===== src/msbc_pkg.sv =====
`timescale 1ns / 1ps
// shared constants, types and helpers for the msbc h2 deframer
package msbc_pkg;

    localparam int PAYLOAD_BYTES_DEF = 57;

    // h2 header bytes
    localparam logic [7:0] H2_SYNC     = 8'h01;
    localparam logic [7:0] H2_SYNCWORD = 8'had;
    localparam logic [7:0] H2_SEQ0     = 8'h08;
    localparam logic [7:0] H2_SEQ1     = 8'h38;
    localparam logic [7:0] H2_SEQ2     = 8'hc8;
    localparam logic [7:0] H2_SEQ3     = 8'hf8;

    // output word layout, lowest bit first
    localparam int OD_BYTE_LO   = 0;
    localparam int OD_SEQ_LO    = 8;
    localparam int OD_LOST_LO   = 10;
    localparam int OD_TLOST_LO  = 12;
    localparam int OD_TSKIP_LO  = 44;
    localparam int OD_TFRAME_LO = 76;
    localparam int OUT_FIELDS_W = 108;
    localparam int OUT_TDATA_W  = 112;

    // skip amounts
    localparam logic [1:0] SKIP_NONE = 2'd0;
    localparam logic [1:0] SKIP_ONE  = 2'd1;
    localparam logic [1:0] SKIP_TWO  = 2'd2;

    typedef struct packed {
        logic [1:0] skip_amt;
        logic       set_seq;
        logic       store;
        logic       frame_done;
        logic       idx_inc;
        logic       idx_clr;
        logic       rd_en;
        logic       load_out;
    } msbc_cmd_t;

    typedef struct packed {
        logic is_sync;
        logic is_zero;
        logic is_code;
        logic is_syncword;
        logic idx_last;
        logic out_free;
    } msbc_status_t;

    // saturating 32-bit add of a small increment
    function automatic logic [31:0] sat_add(input logic [31:0] a, input logic [1:0] b);
        logic [32:0] sum;
        begin
            sum = {1'b0, a} + {31'b0, b};
            return sum[32] ? 32'hffff_ffff : sum[31:0];
        end
    endfunction

endpackage


===== src/msbc_h2_deframer_unit.sv =====
`timescale 1ns / 1ps
// top level of the msbc h2 header deframer
//
// takes raw link bytes one word at a time on the s_axis side and hunts for an h2 header
// (0x01, one of the sequence codes 0x08/0x38/0xc8/0xf8, then the syncword 0xad); zero
// padding between frames is ignored, any other stray byte adds to the skipped total
// (one for a bad hunt byte or bad sequence code, two for a missing syncword), and a
// fresh 0x01 restarts the hunt at once. the syncword and the following payload bytes,
// PAYLOAD_BYTES in all, are kept in an on-chip memory; once the last one is in, the
// frame is played out on the m_axis side as PAYLOAD_BYTES words with tlast on the final
// one, each word also carrying the sequence number, the frames lost since the previous
// frame (modulo 4, zero for the first frame) and the saturating 32-bit totals of lost
// frames, skipped bytes and delivered frames as they stand after this frame.
// rate: while hunting or filling, one input word per cycle. during play-out s_axis_tready
// is low; every output word is a memory read, then an output register load that waits
// out any m_axis back-pressure, as the payload memory has a single registered read port.
// the input reopens as soon as the last word sits in the output register.
module msbc_h2_deframer_unit #(
    parameter int PAYLOAD_BYTES = msbc_pkg::PAYLOAD_BYTES_DEF
) (
    input  logic                              clk,
    input  logic                              rst_n,
    input  logic                              s_axis_tvalid,
    output logic                              s_axis_tready,
    input  logic [7:0]                        s_axis_tdata,  // in_byte
    output logic                              m_axis_tvalid,
    input  logic                              m_axis_tready,
    // frame_byte[7:0], sequence_number[9:8], lost_frames[11:10], total_lost[43:12],
    // total_skipped[75:44], total_frames[107:76], zero[111:108]
    output logic [msbc_pkg::OUT_TDATA_W-1:0]  m_axis_tdata,
    output logic                              m_axis_tlast   // last_of_frame
);

    msbc_pkg::msbc_cmd_t    cmd;
    msbc_pkg::msbc_status_t status;

    // header hunt and play-out sequencing
    msbc_ctrl u_ctrl (
        .clk      (clk),
        .rst_n    (rst_n),
        .in_valid (s_axis_tvalid),
        .in_ready (s_axis_tready),
        .status   (status),
        .cmd      (cmd)
    );

    // payload store, statistics and output register
    msbc_datapath #(
        .PAYLOAD_BYTES (PAYLOAD_BYTES)
    ) u_datapath (
        .clk       (clk),
        .rst_n     (rst_n),
        .in_byte   (s_axis_tdata),
        .cmd       (cmd),
        .status    (status),
        .out_ready (m_axis_tready),
        .out_valid (m_axis_tvalid),
        .out_last  (m_axis_tlast),
        .out_data  (m_axis_tdata)
    );

    // a non-final word of a frame in the output register means play-out is running
    a_no_input_mid_frame: assert property (@(posedge clk) disable iff (!rst_n)
        m_axis_tvalid && !m_axis_tlast |-> !s_axis_tready)
        else $error("input open while a frame is being played out");

    // every delivered word belongs to a counted frame
    a_frame_counted: assert property (@(posedge clk) disable iff (!rst_n)
        m_axis_tvalid |-> (m_axis_tdata[msbc_pkg::OD_TFRAME_LO +: 32] != 32'd0))
        else $error("output word with zero frame total");

    // the sequence and lost fields stay fixed from one word of a run to the next
    a_seq_steady: assert property (@(posedge clk) disable iff (!rst_n)
        m_axis_tvalid && m_axis_tready && !m_axis_tlast ##1 m_axis_tvalid
        |-> m_axis_tdata[msbc_pkg::OD_SEQ_LO +: 4]
            == $past(m_axis_tdata[msbc_pkg::OD_SEQ_LO +: 4]))
        else $error("sequence or lost count changed within a frame");

endmodule


===== src/msbc_ctrl.sv =====
`timescale 1ns / 1ps
// header hunt and frame play-out controller
module msbc_ctrl (
    input  logic                  clk,
    input  logic                  rst_n,
    input  logic                  in_valid,
    output logic                  in_ready,
    input  msbc_pkg::msbc_status_t status,
    output msbc_pkg::msbc_cmd_t    cmd
);

    localparam logic [2:0] ST_HUNT = 3'd0;
    localparam logic [2:0] ST_SEQ  = 3'd1;
    localparam logic [2:0] ST_WORD = 3'd2;
    localparam logic [2:0] ST_PAY  = 3'd3;
    localparam logic [2:0] ST_RD   = 3'd4;
    localparam logic [2:0] ST_LD   = 3'd5;

    logic [2:0] state_reg;
    logic [2:0] state_next;
    logic       accept;

    assign in_ready = (state_reg == ST_HUNT) || (state_reg == ST_SEQ)
                   || (state_reg == ST_WORD) || (state_reg == ST_PAY);
    assign accept   = in_valid && in_ready;

    always_comb
    begin
        state_next = state_reg;
        cmd        = '0;
        unique case (state_reg)
            ST_HUNT:
            begin
                if (accept)
                begin
                    if (status.is_sync)
                        state_next = ST_SEQ;
                    else if (!status.is_zero)
                        cmd.skip_amt = msbc_pkg::SKIP_ONE;
                end
            end
            ST_SEQ:
            begin
                if (accept)
                begin
                    if (status.is_code)
                    begin
                        cmd.set_seq = 1'b1;
                        state_next  = ST_WORD;
                    end
                    else
                    begin
                        cmd.skip_amt = msbc_pkg::SKIP_ONE;
                        state_next   = status.is_sync ? ST_SEQ : ST_HUNT;
                    end
                end
            end
            ST_WORD:
            begin
                if (accept)
                begin
                    if (status.is_syncword)
                    begin
                        cmd.store   = 1'b1;
                        cmd.idx_inc = 1'b1;
                        state_next  = ST_PAY;
                    end
                    else
                    begin
                        cmd.skip_amt = msbc_pkg::SKIP_TWO;
                        state_next   = status.is_sync ? ST_SEQ : ST_HUNT;
                    end
                end
            end
            ST_PAY:
            begin
                if (accept)
                begin
                    cmd.store = 1'b1;
                    if (status.idx_last)
                    begin
                        cmd.frame_done = 1'b1;
                        cmd.idx_clr    = 1'b1;
                        state_next     = ST_RD;
                    end
                    else
                        cmd.idx_inc = 1'b1;
                end
            end
            ST_RD:
            begin
                cmd.rd_en  = 1'b1;
                state_next = ST_LD;
            end
            ST_LD:
            begin
                if (status.out_free)
                begin
                    cmd.load_out = 1'b1;
                    if (status.idx_last)
                    begin
                        cmd.idx_clr = 1'b1;
                        state_next  = ST_HUNT;
                    end
                    else
                    begin
                        cmd.idx_inc = 1'b1;
                        state_next  = ST_RD;
                    end
                end
            end
            default:
            begin
                state_next = ST_HUNT;
            end
        endcase
    end

    always_ff @(posedge clk or negedge rst_n)
    begin
        if (!rst_n)
            state_reg <= ST_HUNT;
        else
            state_reg <= state_next;
    end

endmodule


===== src/msbc_datapath.sv =====
`timescale 1ns / 1ps
// byte decode, payload memory, frame statistics and output register
module msbc_datapath #(
    parameter int PAYLOAD_BYTES = msbc_pkg::PAYLOAD_BYTES_DEF
) (
    input  logic                                clk,
    input  logic                                rst_n,
    input  logic [7:0]                          in_byte,
    input  msbc_pkg::msbc_cmd_t                 cmd,
    output msbc_pkg::msbc_status_t              status,
    input  logic                                out_ready,
    output logic                                out_valid,
    output logic                                out_last,
    output logic [msbc_pkg::OUT_TDATA_W-1:0]    out_data
);

    localparam int IDX_W = (PAYLOAD_BYTES > 1) ? $clog2(PAYLOAD_BYTES) : 1;
    localparam logic [IDX_W-1:0] IDX_LAST = IDX_W'(PAYLOAD_BYTES - 1);

    logic [7:0]       mem [PAYLOAD_BYTES];
    logic [7:0]       rd_data_reg;
    logic [IDX_W-1:0] idx_reg;
    logic [1:0]       seq_reg;
    logic [1:0]       prev_seq_reg;
    logic             prev_valid_reg;
    logic [1:0]       lost_reg;
    logic [31:0]      lost_total_reg;
    logic [31:0]      skip_total_reg;
    logic [31:0]      frame_total_reg;
    logic             out_valid_reg;
    logic             out_last_reg;
    logic [msbc_pkg::OUT_TDATA_W-1:0] out_data_reg;

    logic [1:0] code_seq;
    logic       code_hit;
    logic [1:0] lost_next;

    always_comb
    begin
        code_hit = 1'b1;
        code_seq = 2'd0;
        unique case (in_byte)
            msbc_pkg::H2_SEQ0: code_seq = 2'd0;
            msbc_pkg::H2_SEQ1: code_seq = 2'd1;
            msbc_pkg::H2_SEQ2: code_seq = 2'd2;
            msbc_pkg::H2_SEQ3: code_seq = 2'd3;
            default:           code_hit = 1'b0;
        endcase
    end

    assign lost_next = prev_valid_reg ? (seq_reg - prev_seq_reg - 2'd1) : 2'd0;

    assign status.is_sync     = (in_byte == msbc_pkg::H2_SYNC);
    assign status.is_zero     = (in_byte == 8'h00);
    assign status.is_code     = code_hit;
    assign status.is_syncword = (in_byte == msbc_pkg::H2_SYNCWORD);
    assign status.idx_last    = (idx_reg == IDX_LAST);
    assign status.out_free    = !out_valid_reg || out_ready;

    // payload memory, registered read
    always_ff @(posedge clk)
    begin
        if (cmd.store)
            mem[idx_reg] <= in_byte;
        if (cmd.rd_en)
            rd_data_reg <= mem[idx_reg];
    end

    always_ff @(posedge clk or negedge rst_n)
    begin
        if (!rst_n)
        begin
            idx_reg         <= '0;
            seq_reg         <= '0;
            prev_seq_reg    <= '0;
            prev_valid_reg  <= 1'b0;
            lost_reg        <= '0;
            lost_total_reg  <= '0;
            skip_total_reg  <= '0;
            frame_total_reg <= '0;
            out_valid_reg   <= 1'b0;
        end
        else
        begin
            if (cmd.idx_clr)
                idx_reg <= '0;
            else if (cmd.idx_inc)
                idx_reg <= idx_reg + IDX_W'(1);
            if (cmd.set_seq)
                seq_reg <= code_seq;
            if (cmd.skip_amt != msbc_pkg::SKIP_NONE)
                skip_total_reg <= msbc_pkg::sat_add(skip_total_reg, cmd.skip_amt);
            if (cmd.frame_done)
            begin
                lost_reg        <= lost_next;
                lost_total_reg  <= msbc_pkg::sat_add(lost_total_reg, lost_next);
                frame_total_reg <= msbc_pkg::sat_add(frame_total_reg, 2'd1);
                prev_seq_reg    <= seq_reg;
                prev_valid_reg  <= 1'b1;
            end
            if (cmd.load_out)
                out_valid_reg <= 1'b1;
            else if (out_ready)
                out_valid_reg <= 1'b0;
        end
    end

    // output word contents
    always_ff @(posedge clk)
    begin
        if (cmd.load_out)
        begin
            out_last_reg <= status.idx_last;
            out_data_reg <= msbc_pkg::OUT_TDATA_W'({frame_total_reg, skip_total_reg,
                                                    lost_total_reg, lost_reg, seq_reg,
                                                    rd_data_reg});
        end
    end

    assign out_valid = out_valid_reg;
    assign out_last  = out_last_reg;
    assign out_data  = out_data_reg;

endmodule


===== config.mk =====
export PLATFORM = sky130hd
export DESIGN_NAME = msbc_h2_deframer_unit
export DESIGN_NICKNAME = d
export VERILOG_FILES = /design/src/msbc_pkg.sv /design/src/msbc_h2_deframer_unit.sv /design/src/msbc_ctrl.sv /design/src/msbc_datapath.sv
export SDC_FILE = /design/constraint.sdc
export NUM_CORES = 1
export LEC_CHECK = 0
export BUFFER_PORTS_ARGS = -buffer_cell sky130_fd_sc_hd__buf_2
export CAP_MARGIN = 20
export CELL_PAD_IN_SITES_DETAIL_PLACEMENT = 1
export CELL_PAD_IN_SITES_GLOBAL_PLACEMENT = 1
export CORE_UTILIZATION = 56
export CTS_CLUSTER_DIAMETER = 60
export DETAILED_ROUTE_END_ITERATION = 10
export GPL_TIMING_DRIVEN = 1
export MAX_ROUTING_LAYER = met4
export PLACE_DENSITY = 0.89
export RECOVER_POWER = 100
export SETUP_SLACK_MARGIN = 0.4
export SLEW_MARGIN = 20
export SYNTH_ARGS = -nofsm -noshare
export SYNTH_HDL_FRONTEND = slang
export SYNTH_SLANG_ARGS = --single-unit

===== constraint.sdc =====
create_clock -name clk -period 10.1 [get_ports clk]
set_input_delay 0.505 -clock clk [delete_from_list [all_inputs] [get_ports clk]]
set_output_delay 0.505 -clock clk [all_outputs]
set_load 0.02 [all_outputs]

==> results by group <==
Drt
  • Routed WL per cell: around 31 um
  • Avg Vias per Cell: 6.867
  • Post-DRT Antenna Nets: 0
  • Routed via count: roughly 18k
  • WL final: 81080 um
  • Pre-Repair DR Iteration Count: 9
  • Detailed Route Iter0 Violations: 2496
  • Post-route DRC: 0

STA
  • Actual slew at the worst max-slew pin: around 4.4 ns
  • Final Hold Viols: 0
  • Final Setup Violations: 0
  • Worst setup slack after layout: 3.390 ns
  • F_max: about 0.15 GHz
  • Slew Viols, Final: 797
  • Period utilization: 66.44%
  • Rel. slew slack: -196.6%
  • Final setup TNS: 0 ns
  • Minimum clock period: 6.710 ns
  • Unrepaired setup endpoints after global routing: no
  • Clk_skew: 0.03052 ns

Logic synthesis
  • Synth cell count leaders: edfxtp_1, nor2_1, nand2_1
  • Yosys Warn Count: 0
  • Most frequent cell after synthesis: edfxtp_1
  • Area leader, netlist: edfxtp_1
  • Post-synth EDFFs: 573
  • Top_reg_cell synth: edfxtp_1
  • Asr flop ratio synth: between 15 and 20%
  • #FFs+latches synth: 686
  • Register area share after synthesis: 72.89%
  • Top cell type's share of synthesized area: 62.60%
  • Cell variety after synth: a little over 80
  • Leading post-synthesis cells by cell area: edfxtp_1, dfrtp_1, mux4_2
  • Mapped Cells: about 1.8k
  • Syn Std Cell Area: ~27000 um2
  • Synthesized area per cell: 15.53 um2

Clocking
  • CTS tree: yes
  • CTS root buf: clkbuf_16
  • CTS buffer count: 70
  • Clock sink count: 686
  • Postcts setup bufs: 0
  • Hold Buf Count CTS: 1
  • H-tree depth: 3
  • Clk slew on worst S/H paths: 0.06 ns
  • Max Root-Sink Buffers: 3
  • Clk Latency, worst-skew pair: 0.62 ns
  • Post-CTS resize count: 0

Die
  • Number of I/O pins: 127
  • Starting Density: 57.21%
  • Cell Rows: 80
  • Die ar.: 49970 um2
  • Die W: between 200 and 250 um
  • Die height: 223.5 um
  • Core Area: 48050 um2

Worst hold path
  • Hold Crit Class: input port to register

Power
  • Power Density: 187.8 nW/um2
  • Post-layout power: 5.774 mW
  • Peak VDD IR: between 200 and 250 uV
  • Leakage: about 11 nW

GRT
  • First-pass GRT wire length: 120500 um
  • Global route total overflow: 0
  • Total track usage: between 30% and 40%
  • Initial antenna violation count: 2
  • Vias in the first global route: about 19k
  • Largest net degree at the start of global routing: slightly above 80

Place
  • Pre-CTS WS: 5.615 ns
  • Final Wtd Congestion: slightly above 0.9
  • # port buffers: about 120
  • Detailed Place HPWL: roughly 48000 um

Outcome
  • Status: complete, but fails checks
  • Failing checks: max-capacitance violations, max-slew violations

Worst setup path
  • Max FO, Critical Path: 38
  • CP Data Required Time: 10.33 ns
  • CP Class: register to register
  • Worst path arrival time: 6.94 ns
  • CP Capture Type: register
  • CP Launch Type: register

Cells and area
  • Layout cell share with drive strength beyond 1: between 10% and 20%
  • Final core occ: 63.98%
  • Layout Area Growth over Synthesis: 11.84%
  • Max reg flops: 456
  • Final net count: 1937

Flow run
  • Max-cap check violation count: 14
==> worst max-delay path, cell delays in order, from the launching register on <==
cell and delay, ns:
dfrtp_1 1.37, clkbuf_1 2.01, and2_0 1.14, nand3_1 0.74, nor2_1 0.98
==> metal layers <==
metal | up-vias | global-route usage (%) | share of wire, % | wire length (um)
li1 | 7203 | - | - | -
met1 | 9120 | 40.60 | 36 | 29300
met2 | 1156 | 55.63 | 50 | 40780
met3 | 273 | 7.673 | 9.1 | 7375
met4 | 0 | 14.60 | 4.5 | 3626
met5 | - | - | 0 | 0
==> placed cells by master, fill, tap and decap left out, types with 7 or more instances in the layout <==
cell	n
edfxtp_1	573
clkbuf_1	139
nor2_1	133
nand2_1	127
dfrtp_1	111
clkbuf_16	74
a21oi_1	67
nand3_1	53
a221oi_1	46
mux2i_1	46
o21ai_0	46
mux2_2	41
mux4_2	36
and3_1	30
nand4_1	27
xnor2_1	26
xor2_1	26
nor3_1	24
inv_1	23
a22oi_1	23
a31oi_1	21
clkinv_1	18
buf_4	18
a22o_1	13
mux2_1	12
o22ai_1	12
and4_1	11
buf_2	10
and2_1	9
nor2b_1	8
ha_1	8
clkinv_2	8
nand2b_1	7
a221o_1	7
nor4_1	7
a41oi_1	7
==> area by class of cell <==
type,count,area (um2)
diodes,2,5.005
clock inverters,33,287.8
flip-flops and latches,686,20040
fillers,4310,17300
multi-input cells,978,6923
clock buffers,92,1959
repair buffers,154,664.4
well taps,615,769.5
inverters,25,93.84
==> report_power, final <==
group / leakage [nW] / switching (mW) / total [mW] / internal (mW)
clock network: 1.10 / 1.09 / 2.58 / 1.49
logic: 2.91 / 0.0759 / 0.0959 / 0.0201
registers: 6.92 / 0.0199 / 3.10 / 3.08
==> metrics by stage <==
step           cell area (um2)  cells  hold WS, ns
6_report                 30740   2585       0.3839
5_1_grt                  30740   2585       0.3992
4_1_cts                  30970   2583       0.3850
3_5_place_dp             28710   2457       0.4135
3_3_place_gp             28710   2457       0.4060
2_1_floorplan            27500   1773       0.2094
==> cells by family after synthesis <==
group / after synthesis / synth area share [%]
AO/OA/AOI/OAI: 293 / 7.393
XOR/XNOR: 52 / 1.657
adder cells (fa/ha/maj): 10 / 0.5099
buffers and inverters: 109 / 1.875
flip-flops: 686 / 72.89
multiplexers: 135 / 6.796
other: 1 / 0.01364
AND/OR/NAND/NOR: 484 / 8.867
==> worst paths after layout <==
path / slack (ns) / start / depth (start not counted) / to
setup / recovery: 3.39 / u_datapath.idx_reg[0]$_DFFE_PN0P_ / 4 / u_datapath.mem[53][1]$_DFFE_PP_
hold / removal: 0.38 / m_axis_tready / 3 / u_datapath.out_valid$_DFFE_PN0P_
setup reg to reg: 3.39 / u_datapath.idx_reg[0]$_DFFE_PN0P_ / 4 / u_datapath.mem[53][1]$_DFFE_PP_
hold reg to reg: 0.43 / u_datapath.rd_data_reg[1]$_DFFE_PP_ / 0 / u_datapath.out_data[1]$_DFFE_PP_
max in group asynchronous: 4.02 / rst_n / 3 / u_datapath.skip_total_reg[15]$_DFFE_PN0P_
min in group asynchronous: 1.00 / rst_n / 2 / u_datapath.frame_total_reg[18]$_DFFE_PN0P_
No activity file was read; power rests on OpenSTA's default activity.
